--- src/hdl/fpfa_pkg.sv ---
// shared types, codes and widths for the fixed partition fit allocator
package fpfa_pkg;

  localparam int CMD_W    = 1;
  localparam int INDEX_W  = 4;
  localparam int SIZE_W   = 16;
  localparam int OWNER_W  = 16;
  localparam int STRAT_W  = 2;
  localparam int STATUS_W = 2;
  localparam int CFG_W    = 5;

  localparam int DEF_MAX_PARTITIONS = 16;
  localparam int DEF_SIZE_BITS      = 16;

  localparam logic [CFG_W-1:0] CFG_RESET = 5'd16;

  localparam logic [CMD_W-1:0] CMD_LOAD  = 1'b0;
  localparam logic [CMD_W-1:0] CMD_ALLOC = 1'b1;

  localparam logic [STRAT_W-1:0] STRAT_BEST  = 2'd0;
  localparam logic [STRAT_W-1:0] STRAT_FIRST = 2'd1;
  localparam logic [STRAT_W-1:0] STRAT_NEXT  = 2'd2;
  localparam logic [STRAT_W-1:0] STRAT_WORST = 2'd3;

  localparam logic [STATUS_W-1:0] STATUS_LOADED = 2'd0;
  localparam logic [STATUS_W-1:0] STATUS_PLACED = 2'd1;
  localparam logic [STATUS_W-1:0] STATUS_NOFIT  = 2'd2;

  typedef enum logic [2:0] {
    ST_IDLE,
    ST_LOAD_WR,
    ST_SCAN,
    ST_COMMIT
  } state_t;

  typedef struct packed {
    logic [STATUS_W-1:0] status;
    logic [INDEX_W-1:0]  chosen_index;
  } result_t;

endpackage

--- src/hdl/fpfa_in_if.sv ---
// request channel: load and allocate items
interface fpfa_in_if;
  import fpfa_pkg::*;

  logic               valid;
  logic               ready;
  logic [CMD_W-1:0]   cmd;
  logic [INDEX_W-1:0] partition_index;
  logic [SIZE_W-1:0]  partition_size;
  logic [SIZE_W-1:0]  request_size;
  logic [OWNER_W-1:0] owner_id;
  logic [STRAT_W-1:0] strategy;

  modport source (
    output valid, cmd, partition_index, partition_size, request_size, owner_id, strategy,
    input  ready
  );

  modport sink (
    input  valid, cmd, partition_index, partition_size, request_size, owner_id, strategy,
    output ready
  );
endinterface

--- src/hdl/fpfa_out_if.sv ---
// response channel: status and chosen partition
interface fpfa_out_if;
  import fpfa_pkg::*;

  logic                valid;
  logic                ready;
  logic [STATUS_W-1:0] status;
  logic [INDEX_W-1:0]  chosen_index;

  modport source (
    output valid, status, chosen_index,
    input  ready
  );

  modport sink (
    input  valid, status, chosen_index,
    output ready
  );
endinterface

--- src/hdl/fpfa_table.sv ---
// partition table memory: size and owner per entry, one read and one write port
module fpfa_table #(
  parameter int MAX_PARTITIONS = fpfa_pkg::DEF_MAX_PARTITIONS,
  parameter int SIZE_BITS      = fpfa_pkg::DEF_SIZE_BITS
) (
  input  logic                                clk,
  input  logic                                rd_en,
  input  logic [$clog2(MAX_PARTITIONS)-1:0]   rd_addr,
  output logic [SIZE_BITS-1:0]                rd_size,
  output logic [fpfa_pkg::OWNER_W-1:0]        rd_owner,
  input  logic                                wr_en,
  input  logic [$clog2(MAX_PARTITIONS)-1:0]   wr_addr,
  input  logic [SIZE_BITS-1:0]                wr_size,
  input  logic [fpfa_pkg::OWNER_W-1:0]        wr_owner
);
  import fpfa_pkg::*;

  localparam int WORD_W = OWNER_W + SIZE_BITS;

  logic [WORD_W-1:0] mem [MAX_PARTITIONS];
  logic [WORD_W-1:0] rd_word;

  always_ff @(posedge clk) begin
    if (wr_en) begin
      mem[wr_addr] <= {wr_owner, wr_size};
    end
  end

  // read data holds until the next read
  always_ff @(posedge clk) begin
    if (rd_en) begin
      rd_word <= mem[rd_addr];
    end
  end

  assign rd_size  = rd_word[SIZE_BITS-1:0];
  assign rd_owner = rd_word[WORD_W-1:SIZE_BITS];

endmodule

--- src/hdl/fpfa_ctrl.sv ---
// sequencer: load read-modify-write, partition scan, taken bits and rover
module fpfa_ctrl #(
  parameter int MAX_PARTITIONS = fpfa_pkg::DEF_MAX_PARTITIONS,
  parameter int SIZE_BITS      = fpfa_pkg::DEF_SIZE_BITS
) (
  input  logic                                  clk,
  input  logic                                  rst,
  fpfa_in_if.sink                               req,
  input  logic [$clog2(MAX_PARTITIONS+1)-1:0]   count,
  output fpfa_pkg::result_t                     res,
  output logic                                  res_valid,
  input  logic                                  res_ready,
  output logic                                  rd_en,
  output logic [$clog2(MAX_PARTITIONS)-1:0]     rd_addr,
  input  logic [SIZE_BITS-1:0]                  rd_size,
  input  logic [fpfa_pkg::OWNER_W-1:0]          rd_owner,
  output logic                                  wr_en,
  output logic [$clog2(MAX_PARTITIONS)-1:0]     wr_addr,
  output logic [SIZE_BITS-1:0]                  wr_size,
  output logic [fpfa_pkg::OWNER_W-1:0]          wr_owner
);
  import fpfa_pkg::*;

  localparam int IDX_W = $clog2(MAX_PARTITIONS);
  localparam int CNT_W = $clog2(MAX_PARTITIONS + 1);

  state_t state, state_next;

  // latched item
  logic [SIZE_BITS-1:0] need;
  logic [SIZE_BITS-1:0] load_size;
  logic [OWNER_W-1:0]   owner;
  logic [STRAT_W-1:0]   strat;
  logic [IDX_W-1:0]     load_addr;
  logic                 load_ok;

  // scan
  logic [IDX_W-1:0] scan_idx;
  logic [CNT_W-1:0] issue_left;
  logic             cmp_valid;
  logic             cmp_last;
  logic [IDX_W-1:0] cmp_idx;
  logic             found;
  logic [IDX_W-1:0] pick;
  logic [SIZE_BITS-1:0] pick_size;

  logic [MAX_PARTITIONS-1:0] taken;
  logic [IDX_W-1:0]          rover;

  logic             accept;
  logic             issue;
  logic             fit;
  logic             better;
  logic             commit;
  logic [IDX_W-1:0] start;
  logic [IDX_W-1:0] scan_idx_inc;
  logic [IDX_W-1:0] pick_inc;

  assign accept = req.valid && req.ready;
  assign issue  = (state == ST_SCAN) && (issue_left != '0);
  assign fit    = !taken[cmp_idx] && (rd_size >= need);

  always_comb begin
    better = 1'b0;
    case (strat)
      STRAT_BEST:  better = !found || (rd_size < pick_size);
      STRAT_WORST: better = !found || (rd_size > pick_size);
      default:     better = !found;
    endcase
  end

  // next fit starts at the rover only while it lies inside the searched range
  assign start = ((req.strategy == STRAT_NEXT) && (CNT_W'(rover) < count)) ? rover : '0;
  assign scan_idx_inc = ((CNT_W'(scan_idx) + 1'b1) == count) ? '0 : scan_idx + 1'b1;
  assign pick_inc     = ((CNT_W'(pick) + 1'b1) == count) ? '0 : pick + 1'b1;

  always_ff @(posedge clk) begin
    if (rst) begin
      state <= ST_IDLE;
    end else begin
      state <= state_next;
    end
  end

  always_comb begin
    state_next = state;
    req.ready  = 1'b0;
    res_valid  = 1'b0;
    res        = '0;
    commit     = 1'b0;
    rd_en      = 1'b0;
    rd_addr    = scan_idx;
    wr_en      = 1'b0;
    wr_addr    = pick;
    wr_size    = pick_size;
    wr_owner   = owner;
    unique case (state)
      ST_IDLE: begin
        req.ready = 1'b1;
        if (req.valid) begin
          if (req.cmd == CMD_LOAD) begin
            rd_en      = 1'b1;
            rd_addr    = IDX_W'(req.partition_index);
            state_next = ST_LOAD_WR;
          end else if (count == '0) begin
            state_next = ST_COMMIT;
          end else begin
            state_next = ST_SCAN;
          end
        end
      end
      ST_LOAD_WR: begin
        res_valid  = 1'b1;
        res.status = STATUS_LOADED;
        if (res_ready) begin
          commit     = 1'b1;
          wr_en      = load_ok;
          wr_addr    = load_addr;
          wr_size    = load_size;
          wr_owner   = rd_owner;
          state_next = ST_IDLE;
        end
      end
      ST_SCAN: begin
        rd_en = issue;
        if (cmp_valid && cmp_last) begin
          state_next = ST_COMMIT;
        end
      end
      ST_COMMIT: begin
        res_valid        = 1'b1;
        res.status       = found ? STATUS_PLACED : STATUS_NOFIT;
        res.chosen_index = found ? INDEX_W'(pick) : '0;
        if (res_ready) begin
          commit     = 1'b1;
          wr_en      = found;
          state_next = ST_IDLE;
        end
      end
      default: begin
        state_next = ST_IDLE;
      end
    endcase
  end

  always_ff @(posedge clk) begin
    if (rst) begin
      cmp_valid <= 1'b0;
      found     <= 1'b0;
      taken     <= '0;
      rover     <= '0;
    end else begin
      if (accept) begin
        cmp_valid <= 1'b0;
        found     <= 1'b0;
      end else begin
        cmp_valid <= issue;
        if (cmp_valid && fit && better) begin
          found <= 1'b1;
        end
      end
      if (commit && (state == ST_LOAD_WR) && load_ok) begin
        taken[load_addr] <= 1'b0;
      end
      if (commit && (state == ST_COMMIT) && found) begin
        taken[pick] <= 1'b1;
        if (strat == STRAT_NEXT) begin
          rover <= pick_inc;
        end
      end
    end
  end

  always_ff @(posedge clk) begin
    if (accept) begin
      need       <= SIZE_BITS'(req.request_size);
      load_size  <= SIZE_BITS'(req.partition_size);
      owner      <= req.owner_id;
      strat      <= req.strategy;
      load_addr  <= IDX_W'(req.partition_index);
      load_ok    <= int'(req.partition_index) < MAX_PARTITIONS;
      scan_idx   <= start;
      issue_left <= count;
    end
    if (issue) begin
      cmp_idx    <= scan_idx;
      cmp_last   <= (issue_left == CNT_W'(1));
      scan_idx   <= scan_idx_inc;
      issue_left <= issue_left - 1'b1;
    end
    if (cmp_valid && fit && better) begin
      pick      <= cmp_idx;
      pick_size <= rd_size;
    end
  end

  a_write_on_result: assert property (@(posedge clk) disable iff (rst)
    wr_en |-> (res_valid && res_ready))
    else $error("table written outside a delivered result");

  a_pick_in_range: assert property (@(posedge clk) disable iff (rst)
    (state == ST_COMMIT && found) |-> (CNT_W'(pick) < count))
    else $error("chosen partition outside the searched range");

  a_place_marks_taken: assert property (@(posedge clk) disable iff (rst)
    (state == ST_COMMIT && res_ready && found) |=> taken[$past(pick)])
    else $error("placed partition not marked taken");

  a_rover_moves_on_next_fit: assert property (@(posedge clk) disable iff (rst)
    (!$past(rst) && (rover != $past(rover))) |->
      $past(state == ST_COMMIT && res_ready && found && strat == STRAT_NEXT))
    else $error("rover moved outside a next fit placement");

endmodule

--- src/hdl/fixed_partition_fit_allocator.sv ---
// Fixed partition fit allocator: keeps a table of partitions and places allocate requests.
//
// Channels: req carries one item, either a load (cmd 0: write partition_size into
// partition_index and mark it free) or an allocate request (cmd 1: request_size, owner_id,
// strategy best/first/next/worst). rsp carries one item per request: status and
// chosen_index. cfg_wr_en/cfg_wr_data write partitions_in_use, the number of partitions
// searched; write it only while no request is in flight.
// Sequence: a load reads the entry's owner on acceptance and writes the entry back as its
// result is delivered. An allocate scans count entries, going straight to its result when
// count is zero, count being partitions_in_use clamped to MAX_PARTITIONS; the scan reads
// one table entry per cycle through the single read port of the table memory.
// A new item is accepted once the previous one has moved into the output register.
// Reset clears all taken marks, the next fit rover and sets partitions_in_use to 16;
// partition sizes are undefined until loaded, and no clearing pass is needed.
// When rsp stalls, one result waits in the output register and the sequencer holds
// its next result (and the table update that goes with it) until the register frees.
module fixed_partition_fit_allocator #(
  parameter int MAX_PARTITIONS = fpfa_pkg::DEF_MAX_PARTITIONS,
  parameter int SIZE_BITS      = fpfa_pkg::DEF_SIZE_BITS
) (
  input  logic                        clk,
  input  logic                        rst,
  fpfa_in_if.sink                     req,
  fpfa_out_if.source                  rsp,
  input  logic                        cfg_wr_en,
  input  logic [fpfa_pkg::CFG_W-1:0]  cfg_wr_data
);
  import fpfa_pkg::*;

  localparam int IDX_W = $clog2(MAX_PARTITIONS);
  localparam int CNT_W = $clog2(MAX_PARTITIONS + 1);

  logic [CFG_W-1:0] partitions_in_use;
  logic [CNT_W-1:0] count;

  result_t res;
  logic    res_valid;
  logic    res_ready;

  logic                 rd_en;
  logic [IDX_W-1:0]     rd_addr;
  logic [SIZE_BITS-1:0] rd_size;
  logic [OWNER_W-1:0]   rd_owner;
  logic                 wr_en;
  logic [IDX_W-1:0]     wr_addr;
  logic [SIZE_BITS-1:0] wr_size;
  logic [OWNER_W-1:0]   wr_owner;

  always_ff @(posedge clk) begin
    if (rst) begin
      partitions_in_use <= CFG_RESET;
    end else if (cfg_wr_en) begin
      partitions_in_use <= cfg_wr_data;
    end
  end

  // counts above the table depth search the whole table
  assign count = (int'(partitions_in_use) > MAX_PARTITIONS) ? CNT_W'(MAX_PARTITIONS)
                                                            : CNT_W'(partitions_in_use);

  fpfa_ctrl #(
    .MAX_PARTITIONS (MAX_PARTITIONS),
    .SIZE_BITS      (SIZE_BITS)
  ) u_ctrl (
    .clk       (clk),
    .rst       (rst),
    .req       (req),
    .count     (count),
    .res       (res),
    .res_valid (res_valid),
    .res_ready (res_ready),
    .rd_en     (rd_en),
    .rd_addr   (rd_addr),
    .rd_size   (rd_size),
    .rd_owner  (rd_owner),
    .wr_en     (wr_en),
    .wr_addr   (wr_addr),
    .wr_size   (wr_size),
    .wr_owner  (wr_owner)
  );

  fpfa_table #(
    .MAX_PARTITIONS (MAX_PARTITIONS),
    .SIZE_BITS      (SIZE_BITS)
  ) u_table (
    .clk      (clk),
    .rd_en    (rd_en),
    .rd_addr  (rd_addr),
    .rd_size  (rd_size),
    .rd_owner (rd_owner),
    .wr_en    (wr_en),
    .wr_addr  (wr_addr),
    .wr_size  (wr_size),
    .wr_owner (wr_owner)
  );

  // output register parts the sequencer from the receiver
  assign res_ready = !rsp.valid || rsp.ready;

  always_ff @(posedge clk) begin
    if (rst) begin
      rsp.valid <= 1'b0;
    end else if (res_valid && res_ready) begin
      rsp.valid <= 1'b1;
    end else if (rsp.ready) begin
      rsp.valid <= 1'b0;
    end
  end

  always_ff @(posedge clk) begin
    if (res_valid && res_ready) begin
      rsp.status       <= res.status;
      rsp.chosen_index <= res.chosen_index;
    end
  end

endmodule
--- src/flat_wrapper.sv ---
// flat-port wrapper written by rule: the top's interface ports become plain ports
module fixed_partition_fit_allocator_flat import fpfa_pkg::*;
#(
  parameter int MAX_PARTITIONS = fpfa_pkg::DEF_MAX_PARTITIONS,
  parameter int SIZE_BITS      = fpfa_pkg::DEF_SIZE_BITS
)
  (clk, rst, cfg_wr_en, cfg_wr_data, req_valid, req_cmd, req_partition_index, req_partition_size, req_request_size, req_owner_id, req_strategy, req_ready, rsp_valid, rsp_status, rsp_chosen_index, rsp_ready);
  fpfa_in_if req_i ();
  fpfa_out_if rsp_i ();
  input  logic clk;
  input  logic rst;
  input  logic cfg_wr_en;
  input  logic [fpfa_pkg::CFG_W-1:0] cfg_wr_data;
  input wire logic [$bits(req_i.valid)-1:0] req_valid;
  input wire logic [$bits(req_i.cmd)-1:0] req_cmd;
  input wire logic [$bits(req_i.partition_index)-1:0] req_partition_index;
  input wire logic [$bits(req_i.partition_size)-1:0] req_partition_size;
  input wire logic [$bits(req_i.request_size)-1:0] req_request_size;
  input wire logic [$bits(req_i.owner_id)-1:0] req_owner_id;
  input wire logic [$bits(req_i.strategy)-1:0] req_strategy;
  output wire logic [$bits(req_i.ready)-1:0] req_ready;
  output wire logic [$bits(rsp_i.valid)-1:0] rsp_valid;
  output wire logic [$bits(rsp_i.status)-1:0] rsp_status;
  output wire logic [$bits(rsp_i.chosen_index)-1:0] rsp_chosen_index;
  input wire logic [$bits(rsp_i.ready)-1:0] rsp_ready;
  assign req_i.valid = req_valid;
  assign req_i.cmd = req_cmd;
  assign req_i.partition_index = req_partition_index;
  assign req_i.partition_size = req_partition_size;
  assign req_i.request_size = req_request_size;
  assign req_i.owner_id = req_owner_id;
  assign req_i.strategy = req_strategy;
  assign req_ready = req_i.ready;
  assign rsp_valid = rsp_i.valid;
  assign rsp_status = rsp_i.status;
  assign rsp_chosen_index = rsp_i.chosen_index;
  assign rsp_i.ready = rsp_ready;
  fixed_partition_fit_allocator #(.MAX_PARTITIONS(MAX_PARTITIONS), .SIZE_BITS(SIZE_BITS)) u_core (.clk(clk), .rst(rst), .req(req_i), .rsp(rsp_i), .cfg_wr_en(cfg_wr_en), .cfg_wr_data(cfg_wr_data));
endmodule
--- config.mk ---
export PLATFORM = sky130hd
export DESIGN_NAME = fixed_partition_fit_allocator_flat
export DESIGN_NICKNAME = d
export VERILOG_FILES = /design/src/hdl/fpfa_pkg.sv /design/src/hdl/fpfa_in_if.sv /design/src/hdl/fpfa_out_if.sv /design/src/hdl/fpfa_table.sv /design/src/hdl/fpfa_ctrl.sv /design/src/hdl/fixed_partition_fit_allocator.sv /design/src/flat_wrapper.sv
export SDC_FILE = /design/constraint.sdc
export NUM_CORES = 1
export LEC_CHECK = 0
export ABC_CLOCK_PERIOD_IN_PS = 6100
export BUFFER_PORTS_ARGS = -buffer_cell sky130_fd_sc_hd__buf_2
export CORE_MARGIN = 3
export CORE_UTILIZATION = 65
export CTS_BUF_LIST = sky130_fd_sc_hd__clkbuf_8
export DETAILED_ROUTE_END_ITERATION = 16
export MAX_ROUTING_LAYER = met4
export PLACE_DENSITY = 0.92
export SLEW_MARGIN = 20
export SYNTH_ARGS = -nofsm -noshare
export SYNTH_HDL_FRONTEND = slang
export SYNTH_HIERARCHICAL = 1
export SYNTH_SLANG_ARGS = --single-unit
--- constraint.sdc ---
create_clock -name clk -period 6.1 [get_ports clk]
set_input_delay 1.22 -clock clk [delete_from_list [all_inputs] [get_ports clk]]
set_output_delay 1.22 -clock clk [all_outputs]
set_load 0.05 [all_outputs]
==> impl_metrics.tcl <==
set metrics [dict create \
    grt_setup_unrepaired "false" \
    cts_tree "built" \
    drt-pass1-iter-count 5 \
    yosysWarnings 6 \
    diodes 0 \
    synth_area_um2 15600 \
    wirelength_mm 36.7 \
    timing.final.max_slew_violations 0 \
    drc_errors 0 \
    port-buffer-count 56 \
    h-tree-depth 2 \
    cp.required_ns 6.45 \
    clock_skew_ns 0.0450 \
    powerDensity_nw_per_um2 322 \
    p_sw_frac 0.244 \
    clk_latency_ns 0.60 \
    num_vias 9249 \
    die_x_um 161 \
    cts_hold_buf 0 \
    vias_per_cell 6.60 \
    clkSinkCount 380 \
    grt_overflow_total 0 \
    fin_hold_ws_ns 0.475 \
    p_clk_frac 0.353 \
    rows 56 \
    post_drt_wl_per_cell_um 26.2 \
    period_needed_ns 3.71 \
    relSlewSlack 0.236 \
    path_class "in -> reg" \
    final.setup.tns_ns 0 \
    clock_path_buffers 3 \
    preCtsSetupSlack_ns 1.81 \
    layout-drive-gt1-share 0.235 \
    grt_max_degree 43 \
    worst_setup_path_end_kind "flip-flop" \
    fmax_mhz 270 \
    grt_pass1_wl_mm 55.4 \
    placed_cell_area_um2 16400 \
    ios 73 \
    start_util 0.664 \
    p_total_mw 5.64 \
    design_area_um2 17500 \
    hold_path_class "reg -> reg" \
    synth_area_per_cell_um2 16.6 \
    post_cts_resized 0 \
    finalHoldViolCount 0 \
    maxCapViolations 0 \
    p_comb_frac 0.112 \
    crit_path_start_kind "input pin" \
    dieArea_um2 26000 \
    nNetsFinal 1149 \
    setup_viol 0 \
    postRouteAntennaNets 0 \
    coreArea_um2 23500 \
    internal-power_mw 4.27 \
    synth_nets 1049 \
    fin_crit_sh 0.608 \
    cp.arrival_ns 4.06 \
    peakVddDrop_v 0.000233 \
    reg2reg_depth 8 \
    leakagePower_nw 6.19 \
    p_seq_frac 0.535 \
    antenna_found_initial 0 \
    final.setup.worst_slack_ns 2.39 \
    holdPathStages 2 \
    status "completed" \
    grt_pass1_vias 9417 \
    syn2layout_area_growth_pct 11.9 \
    clk_transition_reported_paths_ns 0.06 \
    cts_buffers 56 \
    routabilityCongestion 0.894 \
    syn_inst 940 \
    p_sw_mw 1.38 \
    drt_iter0_drc 1430 \
    tightest_slew_ns 1.13 \
    dpl.hpwl_mm 22.5 \
    cts_root_buffer "clkbuf_8" \
    die_h_um 161 \
    path_max_fanout 42 \
    grt.total_usage 0.296 \
    postCtsSetupBuffers 0 \
]
metrics by stage:
step / util / std cells
2_1_floorplan: - / 940
3_3_place_gp: 0.697 / 1301
3_5_place_dp: 0.697 / 1301
4_1_cts: 0.743 / 1401
5_1_grt: 0.743 / 1401
6_report: 0.743 / 1401
flip-flops by register name, indices dropped and copies added (netlist names), 4 cells and up:
register and flops:
u_core/partitions_in_use 5, u_core/rsp.chosen_index 4, u_core/u_ctrl/cmp_idx 4, u_core/u_ctrl/issue_left 5, u_core/u_ctrl/load_addr 4, u_core/u_ctrl/load_size 16
u_core/u_ctrl/need 16, u_core/u_ctrl/pick 4, u_core/u_ctrl/pick_size 16, u_core/u_ctrl/rover 4, u_core/u_ctrl/scan_idx 4, u_core/u_ctrl/taken 16
u_core/u_table/mem 256, u_core/u_table/rd_word 16
path summary, 6_finish.rpt:
path / start / end / slack [ns]
max: req_valid / u_core/u_table/rd_word[3] / 2.39
min: u_core/u_ctrl/taken[9] / u_core/u_ctrl/taken[9] / 0.47
max reg2reg: u_core/u_ctrl/state[1] / u_core/u_table/rd_word[3] / 2.43
min reg2reg: u_core/u_ctrl/taken[9] / u_core/u_ctrl/taken[9] / 0.47
critical path, stage by stage:
cell and delay [ns]:
buf_2 0.10, nand2_1 0.09, nor2_1 0.39, mux2_4 0.82
buf_4 0.43, mux4_2 0.55, a22oi_1 0.33, nand2_1 0.09
routing by layer:
layer	GRT usage	wire [µm]	vias to the layer above
met3	0.0541	4610	118
li1	-	-	3856
met4	0.134	1610	0
met1	0.384	12700	4542
met2	0.466	17900	733
met5	-	0	-
power groups by stage:
stage	Clock [mW]	Combinational (mW)	Sequential (mW)
after floorplan	0	0.432	3.05
after global placement	0	0.571	3.06
after detailed placement	0	0.609	3.07
after CTS	2.01	0.621	3.02
after global routing	2.13	0.673	3.02
final	1.99	0.632	3.02
final cells by class:
type / count / area, µm²
Sequential cell: 380 / 11100
Fill cell: 1266 / 6040
Multi-Input combinational cell: 464 / 4150
Clock buffer: 62 / 853
Timing Repair Buffer: 93 / 571
Tap cell: 319 / 399
Clock inverter: 38 / 245
Inverter: 45 / 169
cell usage in the layout, fill, tap and decap left out, drive strengths merged, types with 32 or more instances in the layout:
master	n
a21oi	37
a22oi	32
buf	93
clkbuf	62
edfxtp	350
ha	44
inv	60
mux4	68
nand2	73
nor2	36
o21ai	41
(Power assumes the default switching activity.)
